File: src/nsr_pkg.sv
`timescale 1ns / 1ps
package nsr_pkg;

	localparam int VALUE_W    = 32;
	localparam int FRAC_BITS  = 16;
	localparam int ROOT_W     = 24;
	localparam int TOL_W      = 17;
	localparam int MAX_STEPS  = 64;
	localparam int SCALED_W   = VALUE_W + FRAC_BITS;
	localparam int GUESS_W    = SCALED_W;
	localparam int DIV_CNT_W  = $clog2(SCALED_W);
	localparam int STEP_CNT_W = $clog2(MAX_STEPS + 1);
	localparam int ADDR_W     = 3;

	localparam logic [TOL_W-1:0] TOL_RESET = TOL_W'(1);

	typedef logic [2:0] step_t;

	localparam step_t STEP_WAIT     = 3'd0;
	localparam step_t STEP_CLASS    = 3'd1;
	localparam step_t STEP_DIV_INIT = 3'd2;
	localparam step_t STEP_DIV_BIT  = 3'd3;
	localparam step_t STEP_UPDATE   = 3'd4;
	localparam step_t STEP_CHECK    = 3'd5;
	localparam step_t STEP_EMIT     = 3'd6;

	typedef enum logic [2:0] {
		OP_NONE,
		OP_LOAD,
		OP_DIV_START,
		OP_DIV_BIT,
		OP_UPDATE,
		OP_ADVANCE,
		OP_EMIT
	} op_t;

	typedef enum logic [2:0] {
		COND_ALWAYS,
		COND_IN_FIRE,
		COND_SPECIAL,
		COND_DIV_LAST,
		COND_FINISH,
		COND_OUT_BUSY
	} cond_t;

	typedef struct packed {
		op_t   op;
		cond_t cond;
		step_t jump_t;
		step_t jump_f;
	} ctrl_word_t;

	// microprogram: the condition picks jump_t, otherwise jump_f
	function automatic ctrl_word_t rom_word(input step_t addr);
		ctrl_word_t cw;
		unique case (addr)
			STEP_WAIT:     cw = '{OP_LOAD,      COND_IN_FIRE,  STEP_CLASS,   STEP_WAIT};
			STEP_CLASS:    cw = '{OP_NONE,      COND_SPECIAL,  STEP_EMIT,    STEP_DIV_INIT};
			STEP_DIV_INIT: cw = '{OP_DIV_START, COND_ALWAYS,   STEP_DIV_BIT, STEP_DIV_BIT};
			STEP_DIV_BIT:  cw = '{OP_DIV_BIT,   COND_DIV_LAST, STEP_UPDATE,  STEP_DIV_BIT};
			STEP_UPDATE:   cw = '{OP_UPDATE,    COND_ALWAYS,   STEP_CHECK,   STEP_CHECK};
			STEP_CHECK:    cw = '{OP_ADVANCE,   COND_FINISH,   STEP_EMIT,    STEP_DIV_INIT};
			STEP_EMIT:     cw = '{OP_EMIT,      COND_OUT_BUSY, STEP_EMIT,    STEP_WAIT};
			default:       cw = '{OP_NONE,      COND_ALWAYS,   STEP_WAIT,    STEP_WAIT};
		endcase
		return cw;
	endfunction

endpackage

File: src/newton_square_root.sv
`timescale 1ns / 1ps
// channel      | dir | handshake               | payload
// s_axis       | in  | s_axis_tvalid/tready    | tdata[31:0] value (signed Q16.16)
// m_axis       | out | m_axis_tvalid/tready    | tdata[23:0] root, tuser[1:0] flags
// apb          | in  | psel/penable/pready     | reg 0 at 0x0: tolerance[16:0]
//
// Special operands (negative, zero, exactly 1.0) go from the class step straight to emit.
// Others run n Newton steps (n <= 64): each step starts and runs the
// shared restoring divider, one quotient bit a cycle, then updates and checks the guess.
// A new word is accepted only in the wait step; a held result does not stop that.
// A stalled output holds the sequencer in its emit step. arst_n clears control state.
module newton_square_root
	import nsr_pkg::*;
(
	input  logic                  clk,
	input  logic                  arst_n,
	input  logic                  s_axis_tvalid,
	output logic                  s_axis_tready,
	input  logic [VALUE_W-1:0]    s_axis_tdata,   // [31:0] value
	output logic                  m_axis_tvalid,
	input  logic                  m_axis_tready,
	output logic [ROOT_W-1:0]     m_axis_tdata,   // [23:0] root
	output logic [1:0]            m_axis_tuser,   // [0] invalid, [1] hit_limit
	input  logic                  psel,
	input  logic                  penable,
	input  logic                  pwrite,
	input  logic [ADDR_W-1:0]     paddr,
	input  logic [31:0]           pwdata,
	output logic [31:0]           prdata,
	output logic                  pready
);

	localparam logic [GUESS_W-1:0]   ROOT_MAX = GUESS_W'({ROOT_W{1'b1}});
	localparam logic [VALUE_W-1:0]   ONE_FX   = VALUE_W'(1) << FRAC_BITS;
	localparam logic [DIV_CNT_W-1:0] DIV_LAST = DIV_CNT_W'(SCALED_W - 1);

	step_t                 pc_q;
	ctrl_word_t            cw;
	logic                  cond;
	logic                  in_fire;
	logic                  out_busy;
	logic [TOL_W-1:0]      tol_q;
	logic [VALUE_W-1:0]    raw_q;
	logic [GUESS_W-1:0]    last_q;
	logic [GUESS_W-1:0]    next_q;
	logic [STEP_CNT_W-1:0] steps_q;
	logic                  conv_q;
	logic [GUESS_W-1:0]    rem_q;
	logic [SCALED_W-1:0]   dq_q;
	logic [DIV_CNT_W-1:0]  cnt_q;
	logic [GUESS_W-1:0]    divisor;
	logic [GUESS_W:0]      trial;
	logic [GUESS_W:0]      trial_diff;
	logic [GUESS_W:0]      upd_sum;
	logic [GUESS_W-1:0]    diff;
	logic                  done;
	logic                  special;
	logic                  out_valid_q;
	logic [ROOT_W-1:0]     out_root_q;
	logic                  out_inv_q;
	logic                  out_lim_q;
	logic [ROOT_W-1:0]     res_root;
	logic                  cfg_wr;

	assign cfg_wr        = psel && penable && pwrite && pready;
	assign pready        = 1'b1;
	assign prdata        = (paddr[2] == 1'b0) ? 32'(tol_q) : 32'd0;

	assign cw            = rom_word(pc_q);
	assign s_axis_tready = (pc_q == STEP_WAIT);
	assign in_fire       = s_axis_tvalid && s_axis_tready;
	assign out_busy      = out_valid_q && !m_axis_tready;

	assign special = raw_q[VALUE_W-1] || (raw_q == '0) || (raw_q == ONE_FX);
	assign divisor = (last_q == '0) ? GUESS_W'(1) : last_q;
	assign trial      = {rem_q, dq_q[SCALED_W-1]};
	assign trial_diff = trial - {1'b0, divisor};
	assign upd_sum    = {1'b0, last_q} + {1'b0, dq_q};
	assign diff       = (last_q > next_q) ? (last_q - next_q) : (next_q - last_q);
	assign done       = diff <= GUESS_W'(tol_q);

	always_comb begin
		unique case (cw.cond)
			COND_ALWAYS:   cond = 1'b1;
			COND_IN_FIRE:  cond = in_fire;
			COND_SPECIAL:  cond = special;
			COND_DIV_LAST: cond = (cnt_q == DIV_LAST);
			COND_FINISH:   cond = done || (steps_q >= STEP_CNT_W'(MAX_STEPS));
			COND_OUT_BUSY: cond = out_busy;
			default:       cond = 1'b1;
		endcase
	end

	always_comb begin
		if (raw_q[VALUE_W-1]) begin
			res_root = '0;
		end else if (special) begin
			res_root = raw_q[ROOT_W-1:0];
		end else if (next_q > ROOT_MAX) begin
			res_root = ROOT_MAX[ROOT_W-1:0];
		end else begin
			res_root = next_q[ROOT_W-1:0];
		end
	end

	always_ff @(posedge clk or negedge arst_n) begin
		if (!arst_n) begin
			pc_q        <= STEP_WAIT;
			tol_q       <= TOL_RESET;
			out_valid_q <= 1'b0;
		end else begin
			pc_q <= cond ? cw.jump_t : cw.jump_f;
			if (cfg_wr && paddr[2] == 1'b0) begin
				tol_q <= pwdata[TOL_W-1:0];
			end
			if (cw.op == OP_EMIT && !out_busy) begin
				out_valid_q <= 1'b1;
			end else if (m_axis_tready) begin
				out_valid_q <= 1'b0;
			end
		end
	end

	// datapath driven by the current control word
	always_ff @(posedge clk) begin
		case (cw.op)
			OP_LOAD: begin
				if (in_fire) begin
					raw_q   <= s_axis_tdata;
					last_q  <= GUESS_W'(s_axis_tdata);
					steps_q <= '0;
				end
			end
			OP_DIV_START: begin
				rem_q <= '0;
				dq_q  <= {raw_q, {FRAC_BITS{1'b0}}};
				cnt_q <= '0;
			end
			OP_DIV_BIT: begin
				if (!trial_diff[GUESS_W]) begin
					rem_q <= trial_diff[GUESS_W-1:0];
				end else begin
					rem_q <= trial[GUESS_W-1:0];
				end
				dq_q  <= {dq_q[SCALED_W-2:0], !trial_diff[GUESS_W]};
				cnt_q <= cnt_q + DIV_CNT_W'(1);
			end
			OP_UPDATE: begin
				next_q  <= upd_sum[GUESS_W:1];
				steps_q <= steps_q + STEP_CNT_W'(1);
			end
			OP_ADVANCE: begin
				last_q <= next_q;
				conv_q <= done;
			end
			OP_EMIT: begin
				if (!out_busy) begin
					out_root_q <= res_root;
					out_inv_q  <= raw_q[VALUE_W-1];
					out_lim_q  <= !special && !conv_q;
				end
			end
			default: begin
			end
		endcase
	end

	assign m_axis_tvalid = out_valid_q;
	assign m_axis_tdata  = out_root_q;
	assign m_axis_tuser  = {out_lim_q, out_inv_q};

	a_emit_source: assert property (@(posedge clk) disable iff (!arst_n)
		$rose(out_valid_q) |-> $past(pc_q == STEP_EMIT))
		else $error("result raised outside the emit step");

	a_invalid_root: assert property (@(posedge clk) disable iff (!arst_n)
		(out_valid_q && out_inv_q) |-> (out_root_q == '0 && !out_lim_q))
		else $error("invalid result with nonzero root or limit flag");

	a_step_cap: assert property (@(posedge clk) disable iff (!arst_n)
		(pc_q == STEP_CHECK) |-> (steps_q <= STEP_CNT_W'(MAX_STEPS)))
		else $error("Newton step count above the cap");

	a_div_count: assert property (@(posedge clk) disable iff (!arst_n)
		(pc_q == STEP_UPDATE) |-> (cnt_q == DIV_CNT_W'(0) + DIV_LAST + DIV_CNT_W'(1)
			|| $past(cnt_q) == DIV_LAST))
		else $error("division left before its last bit");

endmodule

File: config.mk
export PLATFORM = sky130hd
export DESIGN_NAME = newton_square_root
export DESIGN_NICKNAME = d
export VERILOG_FILES = /design/src/nsr_pkg.sv /design/src/newton_square_root.sv
export SDC_FILE = /design/constraint.sdc
export NUM_CORES = 1
export LEC_CHECK = 0
export ABC_AREA = 1
export BUFFER_PORTS_ARGS = -buffer_cell sky130_fd_sc_hd__buf_2
export CORE_MARGIN = 3
export CORE_UTILIZATION = 30
export DETAILED_ROUTE_END_ITERATION = 10
export PLACE_DENSITY = 0.46
export SLEW_MARGIN = 20
export SYNTH_ARGS = -nofsm -noshare
export SYNTH_HDL_FRONTEND = slang
export SYNTH_SLANG_ARGS = --single-unit
File: constraint.sdc
create_clock -name clk -period 10.95 [get_ports clk]
set_clock_uncertainty 0.2 [all_clocks]
set_input_delay 0 -clock clk [delete_from_list [all_inputs] [get_ports clk]]
set_output_delay 0 -clock clk [all_outputs]
set_load 0.1 [all_outputs]
### After elaboration in Yosys (flattened, before gate mapping)

Cells that the tools add are included.

| storage, ports and cells | value |
|---|---|
| bits of input ports | 74 |
| word-level logic and storage cells | 90 |
| output and inout bits | 61 |
| register bits | 285 |

| operators by class | value |
|---|---|
| eq/ne operators | 20 |
| magnitude comparators | 4 |
| reductions and logical operators | 26 |
| muxes and demuxes | 18 |
| add/sub/neg operators | 6 |
| bitwise logic cells | 2 |

Operators by type and width:

| operator | count |
|---|---|
| one-hot mux 48 bit (2 select lines) | 3 |
| 2-to-1 mux 48 bit | 4 |
| subtractor 48 bit | 2 |
| one-hot mux 12 bit (7 select lines) | 1 |
| adder 48 x 48 -> 49 bit | 1 |
| subtractor 49 x 48 -> 49 bit | 1 |
| > comparator 48 x 24 -> 1 bit (second input constant) | 1 |
| > comparator 48 bit | 1 |
| less-or-equal comparator 48 x 17 -> 1 bit | 1 |
| zero test 48 bit | 1 |
| 2-to-1 mux 24 bit | 2 |
| == test 32 x 17 -> 1 bit (second input constant) | 1 |
| zero test 32 bit | 1 |
| == test 3 bit (second input constant) | 8 |
| == test 3 x 2 -> 1 bit (second input constant) | 6 |
| 2-to-1 mux 17 bit | 1 |
| one-hot mux 7 bit (2 select lines) | 1 |
| one-hot mux 6 bit (2 select lines) | 1 |
| == test 3 x 1 -> 1 bit (second input constant) | 3 |
| AND reduction 2 bit | 4 |
| nonzero test 2 bit | 4 |
| adder 7 x 1 -> 7 bit (second input constant) | 1 |
| greater-or-equal comparator 7 bit (second input constant) | 1 |
| logical AND 1 bit | 7 |
| 11 further kinds | 19 |

### Logic depth before layout (Yosys ltp)

| depth | value |
|---|---|
| word-level depth | 6 |
| mapped depth | 38 |
| depth with buffers taken out | 34 |

### Least setup slack after synthesis

Ideal clock, no wire load.

| timing | value |
|---|---|
| path kind | register to register |
| start | register pc_q[1] |
| end | register last_q[0] (enable) |
| data arrival time | 5.960 ns |
| path buffers | 0 |
| period minus slack after synthesis | 6.567 ns |
| stages on the path, launching flop included | 11 |
| setup time | 0.407 ns |
| required time | 10.343 ns |
| path slack | 4.383 ns |
| path through | dfrtp_1 -> inv_1 -> ha_1 -> inv_1 -> nor2_1 -> nor2_1 -> inv_1 -> nor2_1 -> nor3_1 -> inv_1 -> nand2_1 |

| between the ends | value |
|---|---|
| word-level cells in the longest chain between the ends | 5 |
| elaborated cells on any way between the ends | 14 |
| those cells by class | eq/ne: 9; mux: 1; reduce/logical: 4 |

RTL lines:

| what | RTL line | RTL |
|---|---|---|
| start: declaration | newton_square_root.sv:37 | `step_t pc_q;` |
| start signal: assignment | newton_square_root.sv:112 | `pc_q <= cond ? cw.jump_t : cw.jump_f;` |
| zero test 3 bit * | newton_square_root.sv:70 | `assign s_axis_tready = (pc_q == STEP_WAIT);` |
| named net s_axis_tready | newton_square_root.sv:18 | `output logic s_axis_tready,` |
| one-hot mux 12 bit (7 select lines) | nsr_pkg.sv:56 | `unique case (addr)` |
| == test 3 x 1 -> 1 bit / == test 3 bit (equally long branches) | newton_square_root.sv:126 | `case (cw.op)` |
| inequality test 2 bit (no source line) / nonzero test 2 bit (equally long branches) | n/a |  |
| AND reduction 2 bit (no source line) * | n/a |  |
| end signal: assignment | newton_square_root.sv:130 | `last_q <= GUESS_W'(s_axis_tdata);` |
| end signal: assignment | newton_square_root.sv:153 | `last_q <= next_q;` |
| end: declaration | newton_square_root.sv:44 | `logic [GUESS_W-1:0] last_q;` |

Mark *: on every way through the listed nets, which the timed path passes. The rest lies on a longest branch.
A chain may end at the register's enable or synchronous reset.

### Worst setup path after layout

| timing | value |
|---|---|
| start | register last_q[0] |
| end | register pc_q[2] |

| between the ends | value |
|---|---|
| word-level cells in the longest chain between the ends | 6 |
| elaborated cells on any way between the ends | 8 |
| those cells by class | add/sub: 2; order compare: 2; mux: 3; reduce/logical: 1 |

RTL lines:

| what | RTL line | RTL |
|---|---|---|
| subtractor 48 bit / > comparator 48 bit (equally long branches) | newton_square_root.sv:79 | `assign diff = (last_q > next_q) ? (last_q - next_q) : (next_q - last_q);` |
| 2-to-1 mux 48 bit * | newton_square_root.sv:79 |  |
| less-or-equal comparator 48 x 17 -> 1 bit * | newton_square_root.sv:80 | `assign done = diff <= GUESS_W'(tol_q);` |
| logical OR 1 bit * | newton_square_root.sv:88 | `COND_FINISH: cond = done \|\| (steps_q >= STEP_CNT_W'(MAX_STEPS));` |
| one-hot mux 1 bit (5 select lines) * | newton_square_root.sv:83 | `unique case (cw.cond)` |
| 2-to-1 mux 3 bit * | newton_square_root.sv:112 |  |

Every way passes the cells marked *; elsewhere a longest branch is shown, timed or not.

==> impl_results.md <==
- Status: completed
- Tot Pwr: 0.0101 W
- Crit path launch: last_q[0]$_DFFE_PP_
- Peak VDD IR: 0.422 mV
- Final nets: 4112
- Sequential share of power: 21.6%
- Synth Warn #: 0
- Cell variety after synth: 51
- Worst R2R Path Depth: 32
- Yosys reg bits: 285
- Post-synth top area cell: edfxtp_1
- Skew-Pair Late Insertion Delay: 0.58 ns
- Leakage: 14.4 nW
- Actual slew at the worst max-slew pin: 0.995 ns
- CTS tree: yes
- Gr ovfl total: 0
- Antenna Cells: 0
- Area contributors post-synth: edfxtp_1 32%, nand2_1 15%, ha_1 11%
- Post-synth EDFFs: 264
- Mapped Area: 0.0251 mm²
- Final wirelength: 93000 µm
- Final Util: 35.5%
- Worst Path Required: 11.21 ns
- FP Rows: 105
- Clk slew on worst S/H paths: 0.06 ns
- Die area: 0.0873 mm²
- Count leader, synth: nand2_1
- CP Capture Type: register
- DRC: 0
- H-Tree Depth: 2
- Max transition margin: 33.7%
- Switching share of power: 53.7%
- FF-to-FF End: pc_q[2]$_DFF_PN0_
- CTS sink count: 285
- Sw Pwr: 0.00544 W
- Worst setup path class: reg -> reg
- Worst setup path end: pc_q[2]$_DFF_PN0_
- Number of I/O port buffers: 101
- Fill cells: 9076
- Final Wtd Congestion: 0.962
- Initial Util: 30.5%
- Asr flop ratio synth: 7.37%
- Max-cap violations: 0
- Data arrival time of the worst path: 6.87 ns
- TNS Setup: 0 ns
- Clock network power share: 13.2%
- Crit start category: register
- Max incr delay on CP: 0.52 ns
- Worst min path class: in -> reg
- Final setup violation count: 0
- Cts repair resizes: 0
- Internal power: 0.00470 W
- Die height: 296 µm
- Worst path slowest cell: edfxtp_1
- Endpoints failing hold: 0
- Root Driver: clkbuf_16
- Num CTS Buffers: 39
- Register area share after synthesis: 33.6%
- Detailed-route via count: 23.7k
- Wirelength per Cell: 18.9 µm
- First-pass GRT wire length: 139000 µm
- Placed Instances: 4739
- Fmax achieved: 0.151 GHz
- Final Cycle Share: 60.4%
- Most frequent CP cell: nand2_1
- Share of the synthesized area in the top cell type: 31.5%
- Combinational share of power: 65.2%
- Syn-to-layout area delta: 16.3%
- Syn_area_per_cell: 6.96 µm²
- Vias in the first global route: 23.5k
- Detailed Routing Iterations Pass 1: 8
- Antenna violations before repair: 6
- Die width: 296 µm
- FF-to-FF setup slack: 4.34 ns
- Share of cells above drive strength 1: 5.84%
- Synth cell count leaders: 1021 x nand2_1, 663 x inv_1, 361 x nor2_1
- Max Buffers Root-to-Sink: 3
- Detail-routed via count per cell: 4.81
- Period minus WS final: 6.61 ns
- Multi-input logic area: 0.0139 mm²
- DRT iter0 DRCs: 1468
- Largest net degree at the start of global routing: 80
- GRT Overall Usage: 21.1%
- Crit-path max FO: 44
- Final ANT Viol Nets: 0
- Fin cells: 4922
- Register area: 0.00845 mm²
- Synth Instances: 3613
- IO Pins: 135
- Unrepaired setup endpoints after global routing: false
- Final Max Tran Viols: 0
- Main synth FF type: edfxtp_1
- Dpl hpwl: 76300 µm
- Worst R2R Start: last_q[0]$_DFFE_PP_
- Hold_ws: 0.0309 ns
- Core Region: 0.0825 mm²
- Pwr/cell area: 346 mW/mm²
## worst min-delay path by stage
stage	start	end	slack (ns)	cells past startpoint
final	s_axis_tdata[3]	raw_q[3]$_DFFE_PP_	0.03	2
after floorplan	arst_n	m_axis_tvalid$_DFFE_PN0P_	-0.50	0
after detailed placement	arst_n	tol_q[4]$_DFFE_PN0P_	-0.10	1
after global placement	arst_n	tol_q[6]$_DFFE_PN0P_	-0.11	1
after CTS	s_axis_tdata[3]	raw_q[3]$_DFFE_PP_	0.001	2
after global routing	s_axis_tdata[3]	raw_q[3]$_DFFE_PP_	0.02	2
## critical path: cells and delay by family (launching register included)
kind	cells	cell delay [ns]
compound gates	3	0.63
simple gates	21	2.85
xor+xnor	1	0.30
fa+ha+maj	3	1.05
buf+inv	4	0.88
flops	1	0.52
## power groups by stage
stage / sequential (W) / clock (W) / combinational [W]
floorplan: 0.00217 / 0 / 0.00466
global placement: 0.00220 / 0 / 0.00654
detailed placement: 0.00220 / 0 / 0.00653
CTS: 0.00219 / 0.00138 / 0.00659
global route: 0.00224 / 0.00143 / 0.00741
finish: 0.00219 / 0.00134 / 0.00660
## layout make-up
type,instances,area share [%]
timing repair buffer,226,5.92
tap,1070,4.58
sequential,285,28.9
clock inverter,31,1.18
multi-input combinational,2599,47.5
inverter,670,8.60
clock buffer,41,3.36
## per-layer routing
metal  GRT usage (%)  vias up  wire length [µm]
li1                -    12100                 -
met1            29.2    11000             44400
met2            35.5      496             42700
met3            1.65      100              3570
met4            5.43        0              2330
met5               0        -                 0
## state kept, by name, indices dropped and copies added (netlist names)
signal,count
raw_q,32
rem_q,48
steps_q,7
next_q,48
cnt_q,6
out_lim_q,1
m_axis_tvalid,1
conv_q,1
out_inv_q,1
m_axis_tdata,24
tol_q,17
last_q,48
pc_q,3
dq_q,48
## cells in the final DEF (no fill, tap or decap), types with 101 or more instances in the layout
cell type      netlist  layout
inv_1              663     662
nand3_1            116     116
buf_2               13     101
a21oi_1            308     308
nand2_1           1021    1018
ha_1               213     213
edfxtp_1           264     264
dlygate4sd3_1        0     110
nor2_1             361     357
o21ai_0            176     176
## repair_timing
action	CTS	global route
endpoints found under the hold margin	118	0
hold buffers	111	0
setup buffers	0	0
## cell families after synthesis
group	Yosys count	share of synthesized area, %
xor gates and xnor gates	112	3.90
other	2	0.0299
AOI/OAI and AO/OA	623	13.6
buffers and inverters	743	11.5
and+or+nand+nor	1630	26.4
DFF	285	33.6
adders and majority gates	217	10.9
muxes	1	0.0448
## stage by stage
step	instance area (µm²)	setup slack, ns
finish	29300	4.34
global route	29300	3.96
CTS	29300	4.32
detailed placement	26800	4.34
global placement	26800	4.33
floorplan	25200	4.38
(Power assumes the default switching activity.)
